### src/hdl/twp_pkg.sv
// types and constants shared by the tile window paging block
// no dependencies

package twp_pkg;

   localparam int POS_W  = 24;
   localparam int FRAC_W = 8;
   localparam int IDX_W  = 16;
   localparam int SIDE_W = 3;
   localparam int THR_W  = 8;
   localparam int CELL_W = IDX_W + 2;

   localparam logic [SIDE_W-1:0] MAX_SIDE  = 3'd4;
   localparam logic [THR_W-1:0]  THR_RESET = 8'd192;

   localparam logic ACT_FREE = 1'b0;
   localparam logic ACT_LOAD = 1'b1;

   typedef struct packed {
      logic [IDX_W-1:0]  old_row;
      logic [IDX_W-1:0]  old_col;
      logic [SIDE_W-1:0] old_rows;
      logic [SIDE_W-1:0] old_cols;
      logic [IDX_W-1:0]  new_row;
      logic [IDX_W-1:0]  new_col;
      logic [SIDE_W-1:0] new_rows;
      logic [SIDE_W-1:0] new_cols;
   } job_type;

   typedef struct packed {
      logic             action;
      logic [IDX_W-1:0] tile_row;
      logic [IDX_W-1:0] tile_col;
      logic             last;
   } rsp_type;

   typedef enum logic [1:0] {
      SCAN_IDLE,
      SCAN_OLD,
      SCAN_NEW,
      SCAN_FLUSH
   } scan_state_type;

endpackage

### src/hdl/twp_front.sv
// front end: snaps the origin with hysteresis, clamps the size, holds the window
// state and queues a job whenever the window changes; depends on twp_pkg

module twp_front (
   input  logic                        clock,
   input  logic                        reset,
   input  logic                        accept,
   input  logic [twp_pkg::POS_W-1:0]   pos_col,
   input  logic [twp_pkg::POS_W-1:0]   pos_row,
   input  logic [twp_pkg::SIDE_W-1:0]  width_tiles,
   input  logic [twp_pkg::SIDE_W-1:0]  height_tiles,
   input  logic                        csr_write,
   input  logic [twp_pkg::THR_W-1:0]   csr_wdata,
   output logic                        job_push,
   output twp_pkg::job_type            job
);

   logic [twp_pkg::IDX_W-1:0]  origin_row_ff, origin_col_ff;
   logic [twp_pkg::SIDE_W-1:0] rows_held_ff, cols_held_ff;
   logic [twp_pkg::THR_W-1:0]  threshold_ff;

   logic [twp_pkg::IDX_W-1:0]  origin_row_in, origin_col_in;
   logic [twp_pkg::SIDE_W-1:0] rows_held_in, cols_held_in;
   logic                       changed;

   function automatic logic [twp_pkg::IDX_W-1:0] snap_axis(
      input logic [twp_pkg::IDX_W-1:0] old,
      input logic [twp_pkg::POS_W-1:0] pos,
      input logic [twp_pkg::THR_W-1:0] thr
   );
      logic signed [twp_pkg::POS_W:0]  scaled;
      logic signed [twp_pkg::POS_W:0]  p;
      logic signed [twp_pkg::POS_W:0]  thr_s;
      logic signed [twp_pkg::POS_W:0]  down;
      logic signed [twp_pkg::POS_W:0]  up;
      logic [twp_pkg::IDX_W-1:0]       fl;
      logic                            frac_nz;
      scaled  = $signed({old[twp_pkg::IDX_W-1], old, {twp_pkg::FRAC_W{1'b0}}});
      p       = $signed({pos[twp_pkg::POS_W-1], pos});
      thr_s   = $signed({{(twp_pkg::POS_W+1-twp_pkg::THR_W){1'b0}}, thr});
      down    = scaled - p;
      up      = p - scaled;
      fl      = pos[twp_pkg::POS_W-1:twp_pkg::FRAC_W];
      frac_nz = |pos[twp_pkg::FRAC_W-1:0];
      if (down > thr_s) begin
         return fl;
      end else if (up > thr_s) begin
         // ceiling saturates at the top of the index range
         if (fl == {1'b0, {(twp_pkg::IDX_W-1){1'b1}}} && frac_nz) begin
            return fl;
         end
         return fl + {{(twp_pkg::IDX_W-1){1'b0}}, frac_nz};
      end
      return old;
   endfunction

   always_comb begin
      origin_col_in = snap_axis(origin_col_ff, pos_col, threshold_ff);
      origin_row_in = snap_axis(origin_row_ff, pos_row, threshold_ff);
      cols_held_in  = (width_tiles > twp_pkg::MAX_SIDE) ? twp_pkg::MAX_SIDE : width_tiles;
      rows_held_in  = (height_tiles > twp_pkg::MAX_SIDE) ? twp_pkg::MAX_SIDE : height_tiles;
      changed       = (origin_row_in != origin_row_ff) || (origin_col_in != origin_col_ff) ||
                      (rows_held_in != rows_held_ff) || (cols_held_in != cols_held_ff);
   end

   assign job_push     = accept && changed;
   assign job.old_row  = origin_row_ff;
   assign job.old_col  = origin_col_ff;
   assign job.old_rows = rows_held_ff;
   assign job.old_cols = cols_held_ff;
   assign job.new_row  = origin_row_in;
   assign job.new_col  = origin_col_in;
   assign job.new_rows = rows_held_in;
   assign job.new_cols = cols_held_in;

   always_ff @(posedge clock) begin
      if (reset) begin
         origin_row_ff <= '0;
         origin_col_ff <= '0;
         rows_held_ff  <= '0;
         cols_held_ff  <= '0;
         threshold_ff  <= twp_pkg::THR_RESET;
      end else begin
         if (csr_write) begin
            threshold_ff <= csr_wdata;
         end
         if (accept) begin
            origin_row_ff <= origin_row_in;
            origin_col_ff <= origin_col_in;
            rows_held_ff  <= rows_held_in;
            cols_held_ff  <= cols_held_in;
         end
      end
   end

endmodule

### src/hdl/twp_job_queue.sv
// short job queue between the front end and the tile scanner
// depends on twp_pkg

module twp_job_queue #(
   parameter int DEPTH = 2
) (
   input  logic             clock,
   input  logic             reset,
   input  logic             push,
   input  twp_pkg::job_type data_in,
   input  logic             pop,
   output twp_pkg::job_type data_out,
   output logic             full,
   output logic             empty
);

   localparam int PTR_W = (DEPTH > 1) ? $clog2(DEPTH) : 1;
   localparam int CNT_W = $clog2(DEPTH + 1);
   localparam logic [PTR_W-1:0] LAST_PTR = PTR_W'(DEPTH - 1);
   localparam logic [CNT_W-1:0] FULL_CNT = CNT_W'(DEPTH);

   twp_pkg::job_type  mem [DEPTH];
   logic [PTR_W-1:0]  wr_ptr_ff, rd_ptr_ff;
   logic [CNT_W-1:0]  count_ff;
   logic              do_push, do_pop;

   assign full     = (count_ff == FULL_CNT);
   assign empty    = (count_ff == '0);
   assign do_push  = push && !full;
   assign do_pop   = pop && !empty;
   assign data_out = mem[rd_ptr_ff];

   always_ff @(posedge clock) begin
      if (do_push) begin
         mem[wr_ptr_ff] <= data_in;
      end
   end

   always_ff @(posedge clock) begin
      if (reset) begin
         wr_ptr_ff <= '0;
         rd_ptr_ff <= '0;
         count_ff  <= '0;
      end else begin
         if (do_push) begin
            wr_ptr_ff <= (wr_ptr_ff == LAST_PTR) ? '0 : wr_ptr_ff + PTR_W'(1);
         end
         if (do_pop) begin
            rd_ptr_ff <= (rd_ptr_ff == LAST_PTR) ? '0 : rd_ptr_ff + PTR_W'(1);
         end
         if (do_push && !do_pop) begin
            count_ff <= count_ff + CNT_W'(1);
         end else if (do_pop && !do_push) begin
            count_ff <= count_ff - CNT_W'(1);
         end
      end
   end

endmodule

### src/hdl/twp_back.sv
// back end: walks the old rectangle then the new one, one tile a cycle unless
// the output stalls, and emits free and load requests through a hold stage and
// an output register; depends on twp_pkg

module twp_back (
   input  logic             clock,
   input  logic             reset,
   input  logic             q_empty,
   input  twp_pkg::job_type q_data,
   output logic             q_pop,
   input  logic             rsp_pop,
   output logic             rsp_valid,
   output twp_pkg::rsp_type rsp
);

   twp_pkg::scan_state_type    state_ff, state_in;
   twp_pkg::job_type           job_ff;
   logic [twp_pkg::SIDE_W-1:0] dr_ff, dc_ff;
   twp_pkg::rsp_type           hold_ff, out_ff;
   logic                       hold_valid_ff, out_valid_ff;

   logic                       phase_old, in_scan, rect_empty, last_cell;
   logic                       emit, out_ready, stall, step;
   logic                       push_hold, push_last, load_hold;
   logic [twp_pkg::IDX_W-1:0]  base_r, base_c, oth_r, oth_c;
   logic [twp_pkg::SIDE_W-1:0] rows, cols, oth_rows, oth_cols;
   logic [twp_pkg::CELL_W-1:0] cell_r, cell_c;

   function automatic logic in_span(
      input logic [twp_pkg::CELL_W-1:0] v,
      input logic [twp_pkg::IDX_W-1:0]  lo,
      input logic [twp_pkg::SIDE_W-1:0] len
   );
      logic [twp_pkg::CELL_W-1:0] d;
      d = v - {{2{lo[twp_pkg::IDX_W-1]}}, lo};
      return !d[twp_pkg::CELL_W-1] &&
             (d < {{(twp_pkg::CELL_W-twp_pkg::SIDE_W){1'b0}}, len});
   endfunction

   always_comb begin
      phase_old = (state_ff == twp_pkg::SCAN_OLD);
      in_scan   = (state_ff == twp_pkg::SCAN_OLD) || (state_ff == twp_pkg::SCAN_NEW);
      base_r    = phase_old ? job_ff.old_row  : job_ff.new_row;
      base_c    = phase_old ? job_ff.old_col  : job_ff.new_col;
      rows      = phase_old ? job_ff.old_rows : job_ff.new_rows;
      cols      = phase_old ? job_ff.old_cols : job_ff.new_cols;
      oth_r     = phase_old ? job_ff.new_row  : job_ff.old_row;
      oth_c     = phase_old ? job_ff.new_col  : job_ff.old_col;
      oth_rows  = phase_old ? job_ff.new_rows : job_ff.old_rows;
      oth_cols  = phase_old ? job_ff.new_cols : job_ff.old_cols;
      cell_r    = {{2{base_r[twp_pkg::IDX_W-1]}}, base_r} +
                  {{(twp_pkg::CELL_W-twp_pkg::SIDE_W){1'b0}}, dr_ff};
      cell_c    = {{2{base_c[twp_pkg::IDX_W-1]}}, base_c} +
                  {{(twp_pkg::CELL_W-twp_pkg::SIDE_W){1'b0}}, dc_ff};
      rect_empty = (rows == '0) || (cols == '0);
      last_cell  = (dr_ff == rows - twp_pkg::SIDE_W'(1)) &&
                   (dc_ff == cols - twp_pkg::SIDE_W'(1));
      emit       = !(in_span(cell_r, oth_r, oth_rows) && in_span(cell_c, oth_c, oth_cols));
      out_ready  = !out_valid_ff || rsp_pop;
      stall      = emit && hold_valid_ff && !out_ready;
      step       = in_scan && !rect_empty && !stall;
   end

   // next state
   always_comb begin
      state_in = state_ff;
      case (state_ff)
         twp_pkg::SCAN_IDLE: begin
            if (!q_empty) state_in = twp_pkg::SCAN_OLD;
         end
         twp_pkg::SCAN_OLD: begin
            if (rect_empty || (step && last_cell)) state_in = twp_pkg::SCAN_NEW;
         end
         twp_pkg::SCAN_NEW: begin
            if (rect_empty || (step && last_cell)) state_in = twp_pkg::SCAN_FLUSH;
         end
         twp_pkg::SCAN_FLUSH: begin
            if (!hold_valid_ff || out_ready) state_in = twp_pkg::SCAN_IDLE;
         end
         default: state_in = twp_pkg::SCAN_IDLE;
      endcase
   end

   // control outputs
   always_comb begin
      q_pop     = 1'b0;
      push_hold = 1'b0;
      push_last = 1'b0;
      load_hold = 1'b0;
      case (state_ff)
         twp_pkg::SCAN_IDLE: begin
            q_pop = !q_empty;
         end
         twp_pkg::SCAN_OLD, twp_pkg::SCAN_NEW: begin
            load_hold = step && emit;
            push_hold = step && emit && hold_valid_ff;
         end
         twp_pkg::SCAN_FLUSH: begin
            push_hold = hold_valid_ff && out_ready;
            push_last = 1'b1;
         end
         default: ;
      endcase
   end

   always_ff @(posedge clock) begin
      if (q_pop) begin
         job_ff <= q_data;
      end
      if (load_hold) begin
         hold_ff <= '{action:   phase_old ? twp_pkg::ACT_FREE : twp_pkg::ACT_LOAD,
                      tile_row: cell_r[twp_pkg::IDX_W-1:0],
                      tile_col: cell_c[twp_pkg::IDX_W-1:0],
                      last:     1'b0};
      end
      if (push_hold) begin
         out_ff <= '{action:   hold_ff.action,
                     tile_row: hold_ff.tile_row,
                     tile_col: hold_ff.tile_col,
                     last:     push_last};
      end
   end

   always_ff @(posedge clock) begin
      if (reset) begin
         state_ff      <= twp_pkg::SCAN_IDLE;
         dr_ff         <= '0;
         dc_ff         <= '0;
         hold_valid_ff <= 1'b0;
         out_valid_ff  <= 1'b0;
      end else begin
         state_ff <= state_in;
         if (step) begin
            if (dc_ff == cols - twp_pkg::SIDE_W'(1)) begin
               dc_ff <= '0;
               dr_ff <= last_cell ? '0 : dr_ff + twp_pkg::SIDE_W'(1);
            end else begin
               dc_ff <= dc_ff + twp_pkg::SIDE_W'(1);
            end
         end
         if (load_hold) begin
            hold_valid_ff <= 1'b1;
         end else if (push_hold) begin
            hold_valid_ff <= 1'b0;
         end
         if (push_hold) begin
            out_valid_ff <= 1'b1;
         end else if (rsp_pop) begin
            out_valid_ff <= 1'b0;
         end
      end
   end

   assign rsp_valid = out_valid_ff;
   assign rsp       = out_ff;

endmodule

### src/hdl/tile_window_paging.sv
// tile working set pager: top level joining front end, job queue and scanner
// depends on twp_pkg, twp_front, twp_job_queue and twp_back
//
// usage: each transfer on the req_ channel gives a window corner in tile
// units (signed q16.8) and a window size. when the snapped origin or the size
// changes, free requests for dropped tiles and then load requests for new
// tiles come out on the rsp_ channel in row-major order, rsp_last on the final
// one. an item that leaves the window unchanged gives no response.
// the front end classifies an item in its accept cycle and registers the job in
// the job queue; an idle scanner then moves it into its job register and walks
// it. each request waits in a hold stage until the next one is found or the walk
// ends, and then moves to the output register.
// the front end takes one item per cycle while req_full is low; the scanner
// walks one changed window at a time, one tile per cycle while the output
// does not stall, and takes the next job only when the walk is done.
// req_full rises when JOB_DEPTH changed windows are waiting.
// csr_write sets the snap threshold (q0.8 tiles); write only while idle.
// reset: synchronous, clears origin and size to zero, threshold to 0.75,
// empties both queues. when rsp_pop stays low the scanner stops at the next
// request and the job queue then fills and raises req_full.

module tile_window_paging #(
   parameter int JOB_DEPTH = 2
) (
   input  logic                               clock,
   input  logic                               reset,
   input  logic                               req_push,
   output logic                               req_full,
   input  logic signed [twp_pkg::POS_W-1:0]   req_pos_col,
   input  logic signed [twp_pkg::POS_W-1:0]   req_pos_row,
   input  logic [twp_pkg::SIDE_W-1:0]         req_width_tiles,
   input  logic [twp_pkg::SIDE_W-1:0]         req_height_tiles,
   output logic                               rsp_empty,
   input  logic                               rsp_pop,
   output logic                               rsp_action,
   output logic signed [twp_pkg::IDX_W-1:0]   rsp_tile_row,
   output logic signed [twp_pkg::IDX_W-1:0]   rsp_tile_col,
   output logic                               rsp_last,
   input  logic                               csr_write,
   input  logic [twp_pkg::THR_W-1:0]          csr_wdata
);

   logic             accept, job_push, q_full, q_empty, q_pop, rsp_valid;
   twp_pkg::job_type job_in, job_out;
   twp_pkg::rsp_type rsp;

   assign req_full = q_full;
   assign accept   = req_push && !q_full;

   twp_front u_front (
      .clock        (clock),
      .reset        (reset),
      .accept       (accept),
      .pos_col      (req_pos_col),
      .pos_row      (req_pos_row),
      .width_tiles  (req_width_tiles),
      .height_tiles (req_height_tiles),
      .csr_write    (csr_write),
      .csr_wdata    (csr_wdata),
      .job_push     (job_push),
      .job          (job_in)
   );

   twp_job_queue #(
      .DEPTH (JOB_DEPTH)
   ) u_queue (
      .clock    (clock),
      .reset    (reset),
      .push     (job_push),
      .data_in  (job_in),
      .pop      (q_pop),
      .data_out (job_out),
      .full     (q_full),
      .empty    (q_empty)
   );

   twp_back u_back (
      .clock     (clock),
      .reset     (reset),
      .q_empty   (q_empty),
      .q_data    (job_out),
      .q_pop     (q_pop),
      .rsp_pop   (rsp_pop),
      .rsp_valid (rsp_valid),
      .rsp       (rsp)
   );

   assign rsp_empty    = !rsp_valid;
   assign rsp_action   = rsp.action;
   assign rsp_tile_row = rsp.tile_row;
   assign rsp_tile_col = rsp.tile_col;
   assign rsp_last     = rsp.last;

   a_no_push_when_full: assert property (@(posedge clock) disable iff (reset)
      job_push |-> !q_full)
      else $error("job pushed into full queue");

   a_no_pop_when_empty: assert property (@(posedge clock) disable iff (reset)
      q_pop |-> !q_empty)
      else $error("scanner took a job from an empty queue");

   a_empty_after_reset: assert property (@(posedge clock)
      reset |=> rsp_empty)
      else $error("response present straight after reset");

endmodule
### config.mk
export PLATFORM = sky130hd
export DESIGN_NAME = tile_window_paging
export DESIGN_NICKNAME = d
export VERILOG_FILES = /design/src/hdl/twp_pkg.sv /design/src/hdl/twp_front.sv /design/src/hdl/twp_job_queue.sv /design/src/hdl/twp_back.sv /design/src/hdl/tile_window_paging.sv
export SDC_FILE = /design/constraint.sdc
export NUM_CORES = 1
export LEC_CHECK = 0
export BUFFER_PORTS_ARGS = -buffer_cell sky130_fd_sc_hd__buf_2
export CORE_MARGIN = 5
export CORE_UTILIZATION = 40
export CTS_BUF_LIST = sky130_fd_sc_hd__clkbuf_4 sky130_fd_sc_hd__clkbuf_8 sky130_fd_sc_hd__clkbuf_16
export CTS_CLUSTER_SIZE = 12
export DETAILED_ROUTE_END_ITERATION = 8
export HOLD_SLACK_MARGIN = 0.05
export PLACE_DENSITY = 0.54
export SLEW_MARGIN = 0
export SYNTH_ARGS = -nofsm -noshare
export SYNTH_HDL_FRONTEND = slang
export SYNTH_SLANG_ARGS = --single-unit
### constraint.sdc
create_clock -name clock -period 12.8 [get_ports clock]
set_clock_uncertainty 0.15 [all_clocks]
set_input_delay 1.28 -clock clock [delete_from_list [all_inputs] [get_ports clock]]
set_output_delay 1.28 -clock clock [all_outputs]
set_load 0.05 [all_outputs]
Yosys cells after proc, flatten, opt, wreduce, memory -nomap -nowiden
Memories as Yosys holds them, arrays and structs flattened. A register that Yosys moved wholly into a read port is not among the register bits. Index checks and enable logic that the tools add are counted.

Bits of input ports: 67. Bits in writable memories: 152. Output and inout port bits: 36. Memories kept: 1. Register bits: 127.

Memory list: u_queue.mem (depth 2, width 76, rd ports 1, clocked after memory_dff 1, write ports 1, line twp_job_queue.sv:22) `twp_pkg::job_type mem [DEPTH];`.

Add/subtract/negate cells: 18. Reductions and logical operators: 52. Multiplexer cells: 52. Equality and inequality tests: 16. Order comparisons: 8.

Operator list (count): $mux 16 (14); $gt 25x9->1 (4); $sub 24x24->25 (4); $lt 18x3->1 (2); $sub 18x18->18 (2); $add 16x4->17 (2); $add 16x1->16 (2); $eq 16x15->1 const B (2); $ne 16x16->1 (2); $mux 3 (8); $mux 1 (22); $logic_and 1x1->1 (20); $reduce_or 8->1 (2); $logic_not 1->1 (12); $mux 2 (6); $logic_or 1x1->1 (8); $pmux 2 s4 (1); $add 3x1->3 const B (2); $eq 2x2->1 const B (3); $eq 3x3->1 (2); $gt 3x3->1 const B (2); $logic_not 3->1 (2); $ne 2x2->1 const B (3); $ne 3x3->1 (2); other kinds (12) (17).

Longest topological paths before layout
Gate-level depths: netlist of run 1.

Word-level depth: 19. Gate-level depth with buffers: 35. Gate-level depth less buffers: 30.

Hierarchy
From an unflattened synthesis of run 1, not the netlist that was laid out.

Cell total of the unflattened synthesis: 2142. Area total of the unflattened synthesis: 23033.3 um^2.

Modules (own cells, without submodules): twp_front (cells each 1166, seq. area each 920.9 um^2, times used 1, area an instance 8660.8 um^2); twp_back (cells each 713, seq. area each 4494.3 um^2, times used 1, area an instance 8649.5 um^2); twp_job_queue (cells each 261, seq. area each 4664.5 um^2, times used 1, area an instance 5705.5 um^2); tile_window_paging (cells each 2, seq. area each 0.0 um^2, times used 1, area an instance 17.5 um^2).

Worst setup path after synthesis of run 1
OpenSTA, ideal clock, no wires.

Kind: flip-flop to flip-flop. Start: register u_back.state_ff[1]. End: register u_back.out_ff (netlist bit u_back.rsp[0]), enable pin. Setup slack: 2263 ps. Clock period less this slack: 10537 ps. Buffers on the path: 5. Arrival time: 9919 ps. Library setup time: 468 ps. Cell stages (with the launch flop): 32. Cell sequence: dfxtp_1 -> inv_1 -> ha_1 -> buf_1 -> clkbuf_1 -> clkbuf_1 -> clkbuf_1 -> buf_1 -> mux2_2 -> ha_1 -> inv_1 -> fa_1 -> nor2b_1 -> o21bai_1 -> or2_2 -> nor2_1 -> nand2_1 -> nor2_1 -> nor2b_1 -> nand2_1 -> xnor2_1 -> nand2_1 -> o21ai_0 -> ha_1 -> inv_1 -> or3_1 -> a31oi_1 -> a311o_1 -> a211oi_1 -> a21oi_1 -> mux2i_1 -> nor3_1.

Longest elaborated chain between the ends: 15.

Ends and longest elaborated chain: start: declaration (line twp_back.sv:16) `twp_pkg::scan_state_type state_ff, state_in;`; start signal: assignment (line twp_back.sv:126) `state_ff <= twp_pkg::SCAN_IDLE;`; start signal: assignment (line twp_back.sv:132) `state_ff <= state_in;`; $eq 2x1->1 * (line twp_back.sv:41) `phase_old = (state_ff == twp_pkg::SCAN_OLD);`; $mux 16 * (line twp_back.sv:43) `base_r = phase_old ? job_ff.old_row : job_ff.new_row;`; $add 16x4->17 * (line twp_back.sv:51) `cell_r = {{2{base_r[twp_pkg::IDX_W-1]}}, base_r} +`; named net u_back.cell_r, one bit (line twp_back.sv:27) `logic [twp_pkg::CELL_W-1:0] cell_r, cell_c;`; $sub 18x18->18 * (line twp_back.sv:35) `d = v - {{2{lo[twp_pkg::IDX_W-1]}}, lo};`; $lt 18x3->1 / $logic_not 1->1 (equally long branches) (line twp_back.sv:37, twp_back.sv:36); $logic_and 1x1->1 * (line twp_back.sv:36) `return !d[twp_pkg::CELL_W-1] &&`; $logic_and 1x1->1 * (line twp_back.sv:58) `emit = !(in_span(cell_r, oth_r, oth_rows) && in_span(cell_c, oth_c, oth_cols));`; $logic_not 1->1 * (line twp_back.sv:58); $logic_and 1x1->1 (2 in series) (line twp_back.sv:60) `stall = emit && hold_valid_ff && !out_ready;`; $logic_not 1->1 (line twp_back.sv:61) `step = in_scan && !rect_empty && !stall;`; $logic_and 1x1->1 (line twp_back.sv:61); $logic_and 1x1->1 * (2 in series) (line twp_back.sv:96) `push_hold = step && emit && hold_valid_ff;`; $pmux 1 s2 * (line twp_back.sv:90) `case (state_ff)`; named net u_back.push_hold (line twp_back.sv:24) `logic push_hold, push_last, load_hold;`; end signal: assignment (line twp_back.sv:117) `out_ff <= '{action: hold_ff.action,`; end: declaration (line twp_back.sv:19) `twp_pkg::rsp_type hold_ff, out_ff;`.

Mark *: on every way through the listed nets, which the timed path passes. The rest lies on a longest branch. A chain may end at the register's enable or synchronous reset.

Final worst setup path of run 1
Start: register u_back.state_ff[1]. End: register u_back.dr_ff[2] (netlist bit).

Longest elaborated chain between the ends: 13.

Ends and longest elaborated chain: $eq 2x1->1 * (line twp_back.sv:41); $mux 16 * (line twp_back.sv:44) `base_c = phase_old ? job_ff.old_col : job_ff.new_col;`; $add 16x4->17 * (line twp_back.sv:53) `cell_c = {{2{base_c[twp_pkg::IDX_W-1]}}, base_c} +`; named net u_back.cell_c, one bit (line twp_back.sv:27); $sub 18x18->18 * (line twp_back.sv:35); $lt 18x3->1 / $logic_not 1->1 (equally long branches) (line twp_back.sv:37, twp_back.sv:36); $logic_and 1x1->1 * (line twp_back.sv:36); $logic_and 1x1->1 * (line twp_back.sv:58); $logic_not 1->1 * (line twp_back.sv:58); $logic_and 1x1->1 * (2 in series) (line twp_back.sv:60); $logic_not 1->1 * (line twp_back.sv:61); $logic_and 1x1->1 * (line twp_back.sv:61); $reduce_and 2->1 (no source line) *; end signal: assignment (line twp_back.sv:136) `dr_ff <= last_cell ? '0 : dr_ff + twp_pkg::SIDE_W'(1);`; end: declaration (line twp_back.sv:18) `logic [twp_pkg::SIDE_W-1:0] dr_ff, dc_ff;`.

Marked as above.

==> flow_summary.toml, run 1 <==
[place]
port_buffers = 102
place_inst = 3023
place.gp.congestion = 0.908
dp_hpwl_mm = 46.5

[critical_path]
critPathArrivalTime_ns = 8.98
crit_buf_inv = 2
r2r_slack_ns = 4.10
cp-end-kind = "flop"
crit_required_ns = 13.08
ff2ff_path_depth = 28
reg2reg_from = "u_back.state_ff[1]"
worst_path_dominant_cell_family = "compound AO/OA/AOI/OAI gates"
start_kind = "flop"
critPathKind = "flop to flop"
r2r-end = "u_back.dr_ff[2]"
slowest_stage = "a2111oi_0"
crit_top_cell = "a2111oi_0"
cp_slowest_stage_delay_ns = 0.90
critPathMaxFanout = 80

[clock_network]
clock_latency_ns = 0.54
cts-buffers-inserted = 40
cts-resized-gates = 0
clkTransAtPathRegs_ns = 0.06
cts_setup_buffers = 0
cts.sinks = 355
cts_tree = "yes"
cts_hold_buf = 0
clk_path_buf_depth = 3
ctsHtreeMaxLevel = 2
cts-root-buf = "clkbuf_16"

[logic_synthesis]
yosys-top-cells-area = "edfxtp_1, ha_1, dfxtp_1, mux2_2, a21oi_1"
synthXorXnorAreaFrac_pct = 4.65
synth-compound-area-share_pct = 16.5
syn_inst = 2246
synth_fa_ha_area_share_pct = 8.93
netlist_area_sq_um = 22900
synth_top_area_share_pct = 38.7
ys_seq_area_share_pct = 43.9
synth_common_cells = "edfxtp_1, nand2_1, a21oi_1"
synth-seq-cells = 355
yosysTopAreaCell = "edfxtp_1"
yosysUniqueCellTypes = 102
synth_top_flop_cell = "edfxtp_1"
synth_mux_area_share_pct = 7.76
ys_warn_count = 0
synth_top_family_by_area = "compound AO/OA/AOI/OAI gates"
syn-num-nets = 2473
async_reset_ff_share_pct = 0
yosys.area_share.simple_pct = 14.2
yosysMostFrequentCell = "edfxtp_1"
synth_edf_count = 295
postSynthAreaPerCell_sq_um = 10.2

[timing]
fmax_mhz = 115
period_needed_ns = 8.70
hold_viol = 0
period_share_pct = 67.9
slew-limit-headroom_pct = 29.3
slew_violations = 0
tightest_slew_ns = 1.03
grt_setup_unrepaired = "false"
final.setup.tns_ns = 0
setup_violations = 0
hold_ws_ns = 0.267

[routing]
num_vias = 17400
drt-pass1-iter-count = 6
wirelength_mm = 60.9
drtIter0Drc = 1335
via_per_inst = 5.63
drc = 0
drt-wirelength-per-cell_um = 19.6
antenna_left = 0

[die]
die-area_sq_um = 62200
die_h_um = 249
io_pins = 103
rows = 87
die_w_um = 249
start_util_pct = 40.5
coreArea_sq_um = 56600

[finish]
syn2layout_area_growth_pct = 10.8
drive_above_1_share_pct = 14.3
finalNonFillerCells = 3098
final.fill_count = 5380
nets = 2536
final_util_pct = 44.8

[global_routing]
grt_max_degree = 81
grt_usage_pct = 18.8
antenna_found_initial = 6
grt_pass1_vias = 16900
gr-total-overflow = 0
grt_pass1_wl_mm = 95.6

[worst_hold_path]
hold_start = "u_back.hold_ff[32]"
hold_class = "flop to flop"
whs_endpoint = "u_back.rsp[32]"
hold_path_depth = 0

[pwr]
p_total_mw = 5.68
vdd_drop_max_uv = 96.3
leakagePower_nw = 9.37
p_per_area_nw_per_um2 = 224

[job]
cap_violations = 0

[status]
status = "complete, no violations"
==> sequential cells by signal, summed over array words and instances (netlist names), 3 cells and up <==
signal                 cells
u_front.origin_row_ff     16
u_back.dc_ff               3
u_front.cols_held_ff       3
u_back.hold_ff            33
u_queue.mem              152
u_front.threshold_ff       8
u_front.origin_col_ff     16
u_front.rows_held_ff       3
u_back.job_ff             76
u_back.rsp                34
u_back.dr_ff               3
==> area by class of cell <==
type	instances	area, sq um	area share (%)
timing repair buffer	117	623	2.45
multi-input combinational	1660	12000	47.2
clock buffer	59	1160	4.58
clock inverter	13	95.1	0.375
tap	756	946	3.73
antenna	3	7.51	0.0296
sequential	355	10100	39.6
inverter	135	507	2.00
==> worst reg2reg max path: cells and delay by family (launching register included) <==
kind	cells	cell delay [ns]
fa+ha+maj	3	1.12
buf+inv	2	0.97
flops	1	0.33
mux	1	0.52
compound gates	12	3.35
simple gates	9	2.03
xor+xnor	1	0.13
==> layout by cell type (no fill, tap or decap), types with 11 or more instances in the layout <==
master / netlist / layout
nand3_1: 55 / 55
clkbuf_4: 0 / 16
a211oi_1: 15 / 15
mux2_2: 89 / 89
a21oi_1: 174 / 173
or3_1: 16 / 16
o211ai_1: 12 / 12
nand2_1: 197 / 197
nor2b_1: 40 / 40
edfxtp_1: 295 / 295
nand4_1: 29 / 29
nor4_1: 12 / 12
o31ai_1: 16 / 15
o22ai_1: 11 / 11
o21ai_0: 115 / 115
xnor2_1: 68 / 68
o21bai_1: 11 / 11
ha_1: 154 / 153
xor2_1: 51 / 51
buf_2: 12 / 102
clkbuf_16: 0 / 40
dfxtp_1: 60 / 59
a31oi_1: 25 / 25
inv_1: 132 / 131
nor2_1: 121 / 119
and3_1: 21 / 21
a32oi_1: 12 / 12
a21o_1: 22 / 22
nor3_1: 46 / 45
o21a_1: 21 / 21
buf_4: 9 / 15
nand2b_1: 27 / 27
a22oi_1: 17 / 17
o2111ai_1: 12 / 12
mux2i_1: 73 / 73
==> where the power goes <==
part	internal [mW]	switching, mW
clock network	0.635	0.448
registers	1.71	0.210
logic	1.06	1.61
==> worst max-delay path by stage <==
stage | startpoint | endpoint | depth (start not counted)
after floorplan | u_back.state_ff[1] | u_back.rsp[0] | 31
after global placement | u_back.state_ff[1] | u_back.dr_ff[2] | 29
after detailed placement | u_back.state_ff[1] | u_back.dr_ff[2] | 29
after CTS | u_back.state_ff[1] | u_back.dr_ff[2] | 29
after global routing | u_back.state_ff[1] | u_back.dr_ff[2] | 28
final | u_back.state_ff[1] | u_back.dr_ff[2] | 28
==> layer usage <==
metal / routed length, um / global-route usage (%) / up-vias
met2: 26200 / 28.4 / 552
met4: 1190 / 4.63 / 4
met3: 3680 / 3.49 / 88
li1: - / - / 8552
met5: 27 / 0 / -
met1: 29700 / 28.0 / 8247
==> cells by family after synthesis <==
group                      after synthesis
buffers and inverters                  231
AOI/OAI and AO/OA                      574
adders and majority gates              160
muxes                                  165
and+or+nand+nor                        641
xor gates and xnor gates               120
DFF                                    355
==> per-stage QoR <==
step / area (sq um) / setup slack, ns
5_1_grt: 25400 / 3.21
6_report: 25400 / 4.10
3_3_place_gp: 24100 / 4.46
4_1_cts: 25400 / 4.14
3_5_place_dp: 24100 / 4.15
2_1_floorplan: 22900 / 2.26
Power figures use the tool's default switching activity.
==> inputs of run 2 (changes only) <==
--- a/config.mk
+++ b/config.mk
@@ -12,7 +12,7 @@
 export CTS_CLUSTER_SIZE = 12
 export DETAILED_ROUTE_END_ITERATION = 8
 export HOLD_SLACK_MARGIN = 0.05
-export PLACE_DENSITY = 0.54
+export PLACE_DENSITY = 0.56
 export SLEW_MARGIN = 0
 export SYNTH_ARGS = -nofsm -noshare
 export SYNTH_HDL_FRONTEND = slang
==> constraint.sdc (replaced) <==
create_clock -name clock -period 7.19 [get_ports clock]
set_clock_uncertainty 0.15 [all_clocks]
set_input_delay 0.719 -clock clock [delete_from_list [all_inputs] [get_ports clock]]
set_output_delay 0.719 -clock clock [all_outputs]
set_load 0.05 [all_outputs]
==> flow_summary.toml, run 2 (synthesis gave the netlist of run 1 again) <==
[status]
status = "complete, no violations"

[clock_network]
cts_tree = "yes"
clkTransAtPathRegs_ns = 0.06
cts-root-buf = "clkbuf_16"
clk_path_buf_depth = 3
ctsHtreeMaxLevel = 2
cts-buffers-inserted = 38
cts.sinks = 355
clock_latency_ns = 0.55

[global_routing]
grt_pass1_wl_mm = 96.5
grt_pass1_vias = 17100
antenna_found_initial = 5
grt_max_degree = 77
gr-total-overflow = 0
grt_usage_pct = 18.9

[timing]
grt_setup_unrepaired = "false"
fmax_mhz = 149
slew_violations = 0
period_share_pct = 93.3
period_needed_ns = 6.71
setup_ws_ns = 0.483
setup_violations = 0
slew-limit-headroom_pct = 34.2
hold_ws_ns = 0.267
hold_viol = 0
tightest_slew_ns = 0.987

[critical_path]
reg2reg_from = "u_back.state_ff[1]"
slowest_stage = "a2111oi_1"
critPathKind = "flop to flop"
worstSetupStartpoint = "u_back.state_ff[1]"
critPathMaxFanout = 12
ff2ff_path_depth = 28
cp-end-kind = "flop"
critPathArrivalTime_ns = 7.00
r2r_slack_ns = 0.48
start_kind = "flop"
crit_required_ns = 7.49
r2r-end = "u_back.state_ff[1]"
cp_slowest_stage_delay_ns = 0.42

[die]
start_util_pct = 40.5
die-area_sq_um = 62200
die_w_um = 249
die_h_um = 249
rows = 87
io_pins = 103
coreArea_sq_um = 56600

[finish]
final_common_cell = "edfxtp_1"
final_cell_mix = "edfxtp_1, nand2_1, a21oi_1"
design_area_sq_um = 25500
finalNonFillerCells = 3109
regMostFlops = "u_queue.mem"
drive_above_1_share_pct = 15.0
syn2layout_area_growth_pct = 11.5
nets = 2547
largest_reg_flops = 152

[place]
dp_hpwl_mm = 46.6
dp_slack_ns = 0.0521
place_inst = 3036
place_area_sq_um = 24200
port_buffers = 102
place.gp.congestion = 0.882

[worst_hold_path]
hold_path_depth = 0
whs_endpoint = "u_back.rsp[33]"
hold_class = "flop to flop"
hold_start = "u_back.hold_ff[33]"

[routing]
num_vias = 17500
drc = 0
drt-wirelength-per-cell_um = 19.7
antenna_left = 0
drt-pass1-iter-count = 7
via_per_inst = 5.63
drtIter0Drc = 1162
wirelength_mm = 61.2

[pwr]
vdd_drop_max_uv = 175
leakagePower_nw = 9.47
p_per_area_nw_per_um2 = 400

[job]
cap_violations = 0
[run 2: worst max path at each step]
stage | end | cells after the start | slack [ns]
after floorplan | u_queue.mem[0][0] | 21 | -1.13
after global routing | u_back.state_ff[1] | 29 | 0.10
final | u_back.state_ff[1] | 28 | 0.48
after global placement | u_back.state_ff[0] | 28 | 0.39
after CTS | u_back.state_ff[1] | 28 | 0.08
after detailed placement | u_back.state_ff[0] | 28 | 0.05
[run 2: layout make-up]
type	instances	area (sq um)
antenna	3	7.51
inverter	135	507
clock inverter	8	120
fill	5436	31100
sequential	355	10100
clock buffer	62	1150
timing repair buffer	130	721
tap	756	946
multi-input combinational	1660	12000
[run 2: timing repair]
item / 4_1_cts / 5_1_grt
buffers inserted: 0 / 0
gates resized for setup: 0 / 5
setup endpoints to repair: 0 / 42
hold buffers: 0 / 0
[run 2: where the power goes]
group          internal [mW]  total (mW)  leakage, nW  switching (mW)
Sequential              3.05        3.41         3.27           0.367
Combinational           1.91        4.86         5.56            2.95
Clock                   1.18        1.95        0.648           0.769
[run 2: routing by layer]
metal	GRT usage, %	vias up	wire, um
met1	28.1	8401	29800
met5	0	-	35
li1	-	8531	-
met2	29.3	487	26900
met3	2.72	69	3290
met4	4.22	6	1070
[run 2: per-stage QoR]
stage | util, % | power, mW | TNS (ns)
global route | 45.1 | 11.0 | 0
global placement | 42.8 | 8.19 | 0
floorplan | - | 6.93 | -172.46
finish | 45.1 | 10.2 | 0
CTS | 45.1 | 10.3 | 0
detailed placement | 42.8 | 8.25 | 0
[run 2: critical path: cells and delay by family, from the launching register on]
family,cells,cell delay (ns)
AO/OA/AOI/OAI,10,2.61
XOR/XNOR,1,0.14
adder cells (fa/ha/maj),4,1.14
buffers and inverters,2,0.18
flip-flops,1,0.39
multiplexers,2,0.45
AND/OR/NAND/NOR,9,1.56
==> inputs of run 3 (changes only) <==
--- a/config.mk
+++ b/config.mk
@@ -12,6 +12,7 @@
 export CTS_CLUSTER_SIZE = 12
 export DETAILED_ROUTE_END_ITERATION = 8
 export HOLD_SLACK_MARGIN = 0.05
+export MAX_ROUTING_LAYER = met4
 export PLACE_DENSITY = 0.56
 export SLEW_MARGIN = 0
 export SYNTH_ARGS = -nofsm -noshare
==> flow_summary.toml, run 3 (synthesis gave the netlist of run 1 again) <==
[timing]
setup_violations = 0
period_share_pct = 92.0
final.setup.tns_ns = 0
fmax_mhz = 151
hold_ws_ns = 0.260
grt_setup_unrepaired = "false"
slew-limit-headroom_pct = 36.2
tightest_slew_ns = 0.958
period_needed_ns = 6.62
slew_violations = 0
hold_viol = 0
setup_ws_ns = 0.574

[clock_network]
cts_hold_buf = 0
cts-root-buf = "clkbuf_16"
ctsHtreeMaxLevel = 2
clock_latency_ns = 0.54
clkTransAtPathRegs_ns = 0.06
cts_tree = "yes"
clk_path_buf_depth = 3
cts.sinks = 355
cts-buffers-inserted = 41

[worst_hold_path]
hold_class = "flop to flop"

[finish]
drive_above_1_share_pct = 15.1
final.fill_count = 5375
final_common_cell = "edfxtp_1"
nets = 2549
finalNonFillerCells = 3117
design_area_sq_um = 25700
final_cell_mix = "edfxtp_1, nand2_1, a21oi_1"
largest_reg_flops = 152
final_util_pct = 45.4
syn2layout_area_growth_pct = 12.2
regMostFlops = "u_queue.mem"

[routing]
dr_wl_met3_mm = 2.98
via_per_inst = 5.67
antenna_left = 0
route.met2.wl_mm = 26.7
drc = 0
wl_met1_mm = 30.1
num_vias = 17700
highest_layer = "met4"
drt-wirelength-per-cell_um = 19.6
drt-pass1-iter-count = 5
drtIter0Drc = 1294
wirelength_mm = 61.1

[critical_path]
r2r_slack_ns = 0.57
start_kind = "flop"
critPathArrivalTime_ns = 6.93
cp_slowest_stage_delay_ns = 0.41
crit_buf_inv = 2
critPathMaxFanout = 9
crit_required_ns = 7.50
cp-end-kind = "flop"
critPathKind = "flop to flop"
worst_path_dominant_cell_family = "compound AO/OA/AOI/OAI gates"
slowest_stage = "fa_1"

[place]
place_inst = 3035
place_area_sq_um = 24300
dp_slack_ns = 0.0972
place.gp.congestion = 0.924
port_buffers = 102
dp_hpwl_mm = 46.9

[die]
io_pins = 103
coreArea_sq_um = 56600
start_util_pct = 40.5
die-area_sq_um = 62200
die_h_um = 249
die_w_um = 249
rows = 87

[pwr]
vdd_drop_max_uv = 204
p_per_area_nw_per_um2 = 403
p_total_mw = 10.4
leakagePower_nw = 9.55

[global_routing]
grt_pass1_wl_mm = 96.3
gr-total-overflow = 0
grt_max_degree = 77
grt_pass1_vias = 17100
antenna_found_initial = 6
grt_usage_pct = 19.5

[job]
cap_violations = 0

[status]
status = "complete, no violations"
-- run 3: power breakdown --
| part | leakage [nW] | internal, mW | total (mW) | switching (mW) |
|---|---|---|---|---|
| clock network | 0.718 | 1.30 | 2.11 | 0.815 |
| logic | 5.56 | 1.92 | 4.85 | 2.93 |
| registers | 3.27 | 3.05 | 3.42 | 0.370 |
-- run 3: worst register-to-register path: cells and delay by family (launching register included) --
family / cells / cell delay (ns)
AOI/OAI and AO/OA: 10 / 2.55
xor gates and xnor gates: 1 / 0.15
adders and majority gates: 4 / 1.13
buffers and inverters: 2 / 0.18
DFF: 1 / 0.38
muxes: 2 / 0.45
and+or+nand+nor: 9 / 1.58
-- run 3: final cells by class --
cell class	instances	area, sq um	area share (%)
multi-input cells	1660	12000	46.8
diodes	6	15.0	0.0584
well taps	756	946	3.68
clock inverters	10	119	0.462
inverters	135	507	1.97
clock buffers	66	1300	5.07
flip-flops and latches	355	10100	39.1
repair buffers	129	738	2.87
-- run 3: per-layer routing --
layer / vias to the layer above / track usage [%]
li1: 8562 / -
met1: 8547 / 28.1
met2: 490 / 29.3
met3: 89 / 2.74
met4: 0 / 4.63
met5: - / -
-- run 3: timing repair --
| action | CTS | global route |
|---|---|---|
| gates resized for setup | 0 | 5 |
| buffers inserted | 0 | 0 |
| endpoints found under the hold margin | 0 | 0 |
| setup endpoints to repair | 0 | 44 |
-- run 3: path summary, 6_finish.rpt --
path | to | depth (start not counted) | from
setup / recovery | u_back.state_ff[1] | 28 | u_back.state_ff[1]
hold reg to reg | u_back.rsp[32] | 0 | u_back.hold_ff[32]
setup reg to reg | u_back.state_ff[1] | 28 | u_back.state_ff[1]
hold / removal | u_back.rsp[32] | 0 | u_back.hold_ff[32]
